--- src/rtl/core/assert_macros.svh ---
// Assertion macros shared by the calendar conversion RTL.
// Depends on nothing; included by modules that carry concurrent checks.
`ifndef ASSERT_MACROS_SVH
`define ASSERT_MACROS_SVH

// Implication checked at every rising edge, muted while reset is asserted.
`define ASSERT_CLK(label, clk, rst_n, prop) \
    label: assert property (@(posedge clk) disable iff (!rst_n) prop) \
        else $error("assertion failed");

// Condition that must never hold outside reset.
`define ASSERT_NEVER(label, clk, rst_n, cond) \
    label: assert property (@(posedge clk) disable iff (!rst_n) !(cond)) \
        else $error("forbidden condition seen");

`endif

--- src/rtl/core/ecal_pkg.sv ---
// Types, constants and table functions for the epoch-to-calendar converter.
// Depends on nothing; imported by epoch_seconds_to_calendar.
package ecal_pkg;

    localparam int EpochYear   = 1970;
    localparam int ZoneSeconds = 8 * 60 * 60;
    localparam int DaySeconds  = 24 * 60 * 60;
    localparam int HourSeconds = 60 * 60;
    localparam int MinSeconds  = 60;

    localparam int InWidth    = 31;
    localparam int AccWidth   = 32;
    localparam int DayQWidth  = 15;
    localparam int HourWidth  = 5;
    localparam int MinWidth   = 6;
    localparam int YearWidth  = 11;
    localparam int MonthWidth = 4;
    localparam int DomWidth   = 5;
    localparam int CntWidth   = 4;

    // Centuries and 400-year cycle position of the epoch year.
    localparam int Cent100Start = EpochYear % 100;
    localparam int Cent400Start = EpochYear % 400;

    localparam logic [MonthWidth-1:0] MonthLast = MonthWidth'(11);

    typedef enum logic [2:0] {
        S_IDLE,
        S_DAY,
        S_HOUR,
        S_MIN,
        S_YEAR,
        S_MONTH,
        S_DONE
    } ecal_state_t;

    // Length of a month, zero-based month index.
    function automatic logic [DomWidth-1:0] month_len(input logic [MonthWidth-1:0] m,
                                                      input logic leap);
        logic [DomWidth-1:0] len;
        begin
            unique case (m) inside
                4'd1:                    len = leap ? 5'd29 : 5'd28;
                4'd3, 4'd5, 4'd8, 4'd10: len = 5'd30;
                default:                 len = 5'd31;
            endcase
            return len;
        end
    endfunction

endpackage

--- src/rtl/core/epoch_seconds_to_calendar.sv ---
// Epoch-seconds to UTC+8 calendar converter, top level.
// Depends on ecal_pkg and assert_macros.svh.
//
// Usage:
//   The input channel carries elapsed_seconds (seconds since 1970-01-01
//   00:00 UTC). A transfer happens on a rising edge with in_valid high and
//   in_stall low. The block holds in_stall high from that transfer until the
//   result has been written to its output register, so one conversion runs
//   at a time.
//   Each conversion runs on one shared 33-bit subtract/compare unit:
//   15 steps of restoring division by the day length, 5 for hours, 6 for
//   minutes, one step per year compared from 1970 (up to 69) and one per
//   month compared (up to 12), plus one step to post the result.
//   How long a conversion runs is set by the year and month walks; a new
//   input is taken only once the previous result has been posted.
//   The output register holds year/month/day/hour/minute/second with
//   out_valid. While out_stall is high the result holds; a finished
//   conversion waits in its last step until the output register frees.
//   Reset clears the sequencer and out_valid; the block is ready at once.

`include "assert_macros.svh"

module epoch_seconds_to_calendar
    import ecal_pkg::*;
(
    input  logic                  clk,
    input  logic                  rst_n,
    input  logic                  in_valid,
    output logic                  in_stall,
    input  logic [InWidth-1:0]    elapsed_seconds,
    output logic                  out_valid,
    input  logic                  out_stall,
    output logic [YearWidth-1:0]  year_out,
    output logic [MonthWidth-1:0] month_out,
    output logic [DomWidth-1:0]   day_out,
    output logic [HourWidth-1:0]  hour_out,
    output logic [MinWidth-1:0]   minute_out,
    output logic [MinWidth-1:0]   second_out
);

    ecal_state_t state_reg, state_next;

    // Shared working value: total seconds, then remainders, then day count.
    logic [AccWidth-1:0]   acc_reg, acc_next;
    logic [CntWidth-1:0]   cnt_reg, cnt_next;
    logic [DayQWidth-1:0]  days_reg, days_next;
    logic [HourWidth-1:0]  hour_reg, hour_next;
    logic [MinWidth-1:0]   minute_reg, minute_next;
    logic [MinWidth-1:0]   second_reg, second_next;
    logic [YearWidth-1:0]  year_reg, year_next;
    logic [6:0]            c100_reg, c100_next;
    logic [8:0]            c400_reg, c400_next;
    logic [MonthWidth-1:0] month_reg, month_next;

    logic                  out_valid_reg, out_valid_next;
    logic [YearWidth-1:0]  year_out_reg;
    logic [MonthWidth-1:0] month_out_reg;
    logic [DomWidth-1:0]   day_out_reg;
    logic [HourWidth-1:0]  hour_out_reg;
    logic [MinWidth-1:0]   minute_out_reg;
    logic [MinWidth-1:0]   second_out_reg;

    logic                  in_xfer;
    logic                  out_free;
    logic                  load_out;
    logic                  leap;
    logic [8:0]            ylen;
    logic [AccWidth-1:0]   sub_op;
    logic [AccWidth:0]     diff;
    logic                  take;

    assign in_xfer  = in_valid && (state_reg == S_IDLE);
    assign out_free = !out_valid_reg || !out_stall;
    assign load_out = (state_reg == S_DONE) && out_free;

    // Gregorian leap rule from the running year residues.
    assign leap = ((year_reg[1:0] == 2'd0) && (c100_reg != 7'd0)) || (c400_reg == 9'd0);
    assign ylen = leap ? 9'd366 : 9'd365;

    // Shared subtract/compare unit: operand picked by the current step.
    always_comb
    begin
        unique case (state_reg)
            S_DAY:   sub_op = AccWidth'(DaySeconds) << cnt_reg;
            S_HOUR:  sub_op = AccWidth'(HourSeconds) << cnt_reg;
            S_MIN:   sub_op = AccWidth'(MinSeconds) << cnt_reg;
            S_YEAR:  sub_op = AccWidth'(ylen);
            S_MONTH: sub_op = AccWidth'(month_len(month_reg, leap));
            default: sub_op = '0;
        endcase
    end

    assign diff = {1'b0, acc_reg} - {1'b0, sub_op};
    assign take = !diff[AccWidth];

    // Next state.
    always_comb
    begin
        state_next = state_reg;
        unique case (state_reg)
            S_IDLE:
            begin
                if (in_valid)
                    state_next = S_DAY;
            end
            S_DAY:
            begin
                if (cnt_reg == '0)
                    state_next = S_HOUR;
            end
            S_HOUR:
            begin
                if (cnt_reg == '0)
                    state_next = S_MIN;
            end
            S_MIN:
            begin
                if (cnt_reg == '0)
                    state_next = S_YEAR;
            end
            S_YEAR:
            begin
                if (!take)
                    state_next = S_MONTH;
            end
            S_MONTH:
            begin
                if (!take || month_reg == MonthLast)
                    state_next = S_DONE;
            end
            S_DONE:
            begin
                if (out_free)
                    state_next = S_IDLE;
            end
            default: state_next = S_IDLE;
        endcase
    end

    // Datapath updates for each step.
    always_comb
    begin
        acc_next    = acc_reg;
        cnt_next    = cnt_reg;
        days_next   = days_reg;
        hour_next   = hour_reg;
        minute_next = minute_reg;
        second_next = second_reg;
        year_next   = year_reg;
        c100_next   = c100_reg;
        c400_next   = c400_reg;
        month_next  = month_reg;
        unique case (state_reg)
            S_IDLE:
            begin
                // Shift into UTC+8 and start the day-count division.
                acc_next    = AccWidth'({1'b0, elapsed_seconds}) + AccWidth'(ZoneSeconds);
                cnt_next    = CntWidth'(DayQWidth - 1);
                days_next   = '0;
                hour_next   = '0;
                minute_next = '0;
            end
            S_DAY:
            begin
                if (take)
                begin
                    acc_next  = diff[AccWidth-1:0];
                    days_next = days_reg | (DayQWidth'(1) << cnt_reg);
                end
                cnt_next = (cnt_reg == '0) ? CntWidth'(HourWidth - 1) : cnt_reg - 1'b1;
            end
            S_HOUR:
            begin
                if (take)
                begin
                    acc_next  = diff[AccWidth-1:0];
                    hour_next = hour_reg | (HourWidth'(1) << cnt_reg);
                end
                cnt_next = (cnt_reg == '0) ? CntWidth'(MinWidth - 1) : cnt_reg - 1'b1;
            end
            S_MIN:
            begin
                if (take)
                begin
                    acc_next    = diff[AccWidth-1:0];
                    minute_next = minute_reg | (MinWidth'(1) << cnt_reg);
                end
                cnt_next = cnt_reg - 1'b1;
                if (cnt_reg == '0)
                begin
                    // Remainder is the second; switch to the day count.
                    second_next = take ? diff[MinWidth-1:0] : acc_reg[MinWidth-1:0];
                    acc_next    = AccWidth'(days_reg);
                    cnt_next    = '0;
                    year_next   = YearWidth'(EpochYear);
                    c100_next   = 7'(Cent100Start);
                    c400_next   = 9'(Cent400Start);
                end
            end
            S_YEAR:
            begin
                if (take)
                begin
                    acc_next  = diff[AccWidth-1:0];
                    year_next = year_reg + 1'b1;
                    c100_next = (c100_reg == 7'd99)  ? 7'd0 : c100_reg + 1'b1;
                    c400_next = (c400_reg == 9'd399) ? 9'd0 : c400_reg + 1'b1;
                end
                else
                begin
                    month_next = '0;
                end
            end
            S_MONTH:
            begin
                if (take && month_reg != MonthLast)
                begin
                    acc_next   = diff[AccWidth-1:0];
                    month_next = month_reg + 1'b1;
                end
            end
            S_DONE:
            begin
            end
            default:
            begin
            end
        endcase
    end

    // Output register: load on a finished conversion, drop after a transfer.
    always_comb
    begin
        if (load_out)
            out_valid_next = 1'b1;
        else if (!out_stall)
            out_valid_next = 1'b0;
        else
            out_valid_next = out_valid_reg;
    end

    always_ff @(posedge clk or negedge rst_n)
    begin
        if (!rst_n)
        begin
            state_reg     <= S_IDLE;
            out_valid_reg <= 1'b0;
        end
        else
        begin
            state_reg     <= state_next;
            out_valid_reg <= out_valid_next;
        end
    end

    always_ff @(posedge clk)
    begin
        acc_reg    <= acc_next;
        cnt_reg    <= cnt_next;
        days_reg   <= days_next;
        hour_reg   <= hour_next;
        minute_reg <= minute_next;
        second_reg <= second_next;
        year_reg   <= year_next;
        c100_reg   <= c100_next;
        c400_reg   <= c400_next;
        month_reg  <= month_next;
        if (load_out)
        begin
            year_out_reg   <= year_reg;
            month_out_reg  <= month_reg + 1'b1;
            day_out_reg    <= acc_reg[DomWidth-1:0] + 1'b1;
            hour_out_reg   <= hour_reg;
            minute_out_reg <= minute_reg;
            second_out_reg <= second_reg;
        end
    end

    assign in_stall   = (state_reg != S_IDLE);
    assign out_valid  = out_valid_reg;
    assign year_out   = year_out_reg;
    assign month_out  = month_out_reg;
    assign day_out    = day_out_reg;
    assign hour_out   = hour_out_reg;
    assign minute_out = minute_out_reg;
    assign second_out = second_out_reg;

    // An input transfer always starts the day division.
    `ASSERT_CLK(a_xfer_starts, clk, rst_n, in_xfer |=> (state_reg == S_DAY))
    // A new result appears only out of the posting step.
    `ASSERT_CLK(a_rise_from_done, clk, rst_n,
                $rose(out_valid_reg) |-> $past(state_reg == S_DONE))
    // The year walk runs on a day count that fits the quotient width.
    `ASSERT_NEVER(a_year_acc_narrow, clk, rst_n,
                  (state_reg == S_YEAR) && (acc_reg[AccWidth-1:DayQWidth] != '0))
    // A 400-year boundary is also a century and a multiple of four.
    `ASSERT_CLK(a_leap_residues, clk, rst_n,
                ((state_reg == S_YEAR) && (c400_reg == 9'd0))
                    |-> ((c100_reg == 7'd0) && (year_reg[1:0] == 2'd0)))

endmodule
--- config.mk ---
export PLATFORM = sky130hd
export DESIGN_NAME = epoch_seconds_to_calendar
export DESIGN_NICKNAME = d
export VERILOG_FILES = /design/src/rtl/core/ecal_pkg.sv /design/src/rtl/core/epoch_seconds_to_calendar.sv
export VERILOG_INCLUDE_DIRS = /design/src /design/src/rtl/core
export SDC_FILE = /design/constraint.sdc
export NUM_CORES = 1
export LEC_CHECK = 0
export BUFFER_PORTS_ARGS = -buffer_cell sky130_fd_sc_hd__buf_2
export CORE_UTILIZATION = 57
export CTS_BUF_LIST = sky130_fd_sc_hd__clkbuf_8
export CTS_CLUSTER_SIZE = 8
export DETAILED_ROUTE_END_ITERATION = 8
export GPL_ROUTABILITY_DRIVEN = 1
export PLACE_DENSITY = 0.82
export SLEW_MARGIN = 20
export SYNTH_ARGS = -nofsm -noshare
export SYNTH_HDL_FRONTEND = slang
export SYNTH_SLANG_ARGS = --single-unit
--- constraint.sdc ---
create_clock -name clk -period 4.78 [get_ports clk]
set_input_delay 0 -clock clk [delete_from_list [all_inputs] [get_ports clk]]
set_output_delay 0 -clock clk [all_outputs]
set_load 0.01 [all_outputs]
==> results.md <==
- Final slew viol count: 0
- Syn avg cell area: about 9.3 µm²
- Setup crit end kind: register
- CTS tree: yes
- Wire per inst: between 15 and 20 µm
- Reg-to-reg startpoint: month_reg[0]$_SDFFCE_PN0P_
- Top post-synthesis cells by area: edfxtp_1 (44%), ha_1 (6.8%), nor2_1 (5.8%)
- Crit path largest cell delay: 450 ps
- Die Wd: approximately 130 µm
- DR DRC count: 0
- Mapped Area: 9345 µm²
- Max Clock Skew: approximately 14 ps
- Final Hold Vio Count: 0
- Pin count of the biggest net entering global routing: 45
- Clk sinks: 140
- Multi-input gate area: 4916 µm²
- Die Height: 130.0 µm
- Synth cell types: 64
- Hpwl dp: 17,260 µm
- H-tree levels: 4
- Starting Density: 58.62%
- Final core utilization: about two thirds
- CP top delay family: compound AO/OA/AOI/OAI gates
- Vias in the first global route: 7,627
- Antenna violations before repair: 0
- Primary FF master, synth: edfxtp_1
- Clock tree buffer depth: 2
- I/O pin count: 74
- Root Buffer: clkbuf_8
- Std cell rows: 46
- Via count: 8,400
- Worst Path Arrival: around 4700 ps
- Critical path's slowest cell: edfxtp_1
- Period utilization: 94.58%
- Crit path required time: 4980 ps
- Final Critical Period: roughly 4500 ps
- Fraction of layout cells with a size suffix above 1: around 16%
- #FFs+latches synth: 140
- Top cell type's share of synthesized area: 43.70%
- Async SR Flop Fraction: 2.857%
- Core area: between 15,000 and 20,000 µm²
- Worst path bufs/invs: 1
- Pre-Repair DR Iteration Count: 6
- Leading area contributor after synthesis: edfxtp_1
- Hold Startpoint: elapsed_seconds[21]
- Hold EP: acc_reg[21]$_DFFE_PP_
- Hold Path Class: in -> reg
- Crit path depth: 20
- Overflow after GRT: 0
- Worst-Skew Late Latency: 470 ps
- Filler cells: roughly 1,300
- Routing usage on met1: 38.07%
- Port Buffers: between 70 and 80
- Mapped Cells: about 1,000
- Largest register FFs: 32
- Drt total wl: 24,780 µm
- Max_cap viols: 0
- Initial drt markers: 1,037
- Detail Route Antenna Nets: 0
- Synth warnings: 0
- First-pass GRT wire length: 38,110 µm
- Worst slew pin tran: approximately 1000 ps
- R2R Path End: acc_reg[8]$_DFFE_PP_
- Final net count: about 1,200
- GRT busiest layer: met2
- FF+latch area: 4184 µm²
- Num CTS Buffers: 17
- Hold depth: 4
- Top-count cell post-synth: nor2_1
- Gr usage total: 29.51%
- Most frequent cells after synthesis: nor2_1 (144), edfxtp_1 (136), nand2_1 (110)
- Met3 Use GR: 4.633%
- Final setup vio count: 0
- Die area: 16,910 µm²
- Kind of critical path: reg -> reg
- Critical-path maximum fanout: 19
- Most used cell, CP: nor2_1
- Post-Syn Nets: 1,092
- Vias per cell: 6.292
- Cells on worst reg2reg path: 20
- RD Place Congestion: 0.9714
- EDFF count, synth: 136
- Sequential fraction of the synthesis area: 44.77%
- Slew headroom: 32.61%
- CP Cell Sequence: ha_1 -> nor2b_4 -> a21oi_1 -> nor2_1 -> a21oi_1 -> mux2_2 -> a21oi_1 -> nor2_1 -> ha_1 -> fa_1 -> nand2b_1 -> a21oi_2 -> nor2_1 -> nor3b_2 -> nor2_1 -> o311a_1 -> buf_6 -> and2_4 -> a222oi_1 -> o21ai_1
- Area Growth Syn to Fin: 15.33%
- Met2 usage: 49.06%
- Antenna cells: 0
- CP Launch Type: register
- Clk pin slew, worst setup/hold paths: 90 ps
- Max Clk Rate: roughly 220 MHz
- Status: completed
- Worst reg-to-reg setup slack: 260 ps
[layer usage]
metal,wire length [µm],up-vias
met5,0,-
met4,788,0
met3,1872,67
met2,11940,466
met1,10180,3948
li1,-,3919
[final cells by class]
type | count | area share (%)
tap | 216 | 2.508
sequential | 140 | 38.82
inverter | 22 | 0.7662
clock buffer | 17 | 2.171
timing repair buffer | 132 | 8.417
multi-input combinational | 793 | 45.61
clock inverter | 15 | 1.707
[tightest hold or removal path, stage by stage]
cell,delay [ps]
buf_2,100
xnor2_1,130
a22oi_1,60
o21ai_0,80
[stage by stage]
stage	instances	setup TNS, ps	hold WS [ps]	instance area, µm²	setup slack, ps
2_1_floorplan	1005	0	-295.6	9351	77.93
3_3_place_gp	1278	0	-179.0	10070	321.8
3_5_place_dp	1278	0	-179.4	10070	168.5
4_1_cts	1332	0	1.320	10710	114.1
5_1_grt	1335	-69.80	23.59	10780	-22.13
6_report	1335	0	16.75	10780	259.1
[cell families (layout without fill, tap and decap cells)]
family / Yosys count / in the layout / synth area share, %
AOI/OAI and AO/OA: 273 / 273 / 18.49
xor gates and xnor gates: 65 / 65 / 6.092
adders and majority gates: 52 / 52 / 7.042
buffers and inverters: 74 / 186 / 3.253
DFF: 140 / 140 / 44.77
muxes: 17 / 17 / 1.928
and+or+nand+nor: 384 / 386 / 18.42
[cell usage in the layout, fill, tap and decap left out, types with 9 or more instances in the layout]
master / netlist / final
nor2_1: 144 / 142
edfxtp_1: 136 / 136
nand2_1: 110 / 110
a21oi_1: 84 / 82
buf_2: 3 / 73
o21ai_0: 65 / 65
ha_1: 51 / 51
nand3_1: 35 / 35
xnor2_1: 34 / 34
buf_4: 0 / 32
xor2_1: 31 / 31
dlygate4sd3_1: 0 / 22
inv_1: 20 / 21
nand4_1: 20 / 20
clkbuf_8: 0 / 17
and3_1: 16 / 16
a22oi_1: 15 / 15
a21o_1: 14 / 14
nor3_1: 14 / 13
or2_2: 10 / 10
nor2b_1: 10 / 9
a31oi_1: 9 / 9
mux2i_1: 9 / 9
a222oi_1: 9 / 9
[repair_timing]
action / in CTS / in global routing
hold buffers: 22 / 0
setup endpoints to repair: 0 / 64
buffers inserted: 0 / 1
gates resized for setup: 0 / 14
endpoints found under the hold margin: 25 / 0
[worst max-delay path by stage]
| stage | start | end | slack, ps |
|---|---|---|---|
| 3_5_place_dp | month_reg[0]$_SDFFCE_PN0P_ | acc_reg[7]$_DFFE_PP_ | 170 |
| 2_1_floorplan | state_reg[2]$_DFFE_PN0P_ | acc_reg[0]$_DFFE_PP_ | 80 |
| 5_1_grt | month_reg[0]$_SDFFCE_PN0P_ | acc_reg[19]$_DFFE_PP_ | -20 |
| 3_3_place_gp | month_reg[0]$_SDFFCE_PN0P_ | acc_reg[8]$_DFFE_PP_ | 320 |
| 4_1_cts | month_reg[1]$_SDFFCE_PN0P_ | acc_reg[8]$_DFFE_PP_ | 110 |
| 6_report | month_reg[0]$_SDFFCE_PN0P_ | acc_reg[8]$_DFFE_PP_ | 260 |
Power is not shown: default switching activity piles up to over one toggle a cycle in this logic, so the estimate is an artifact.
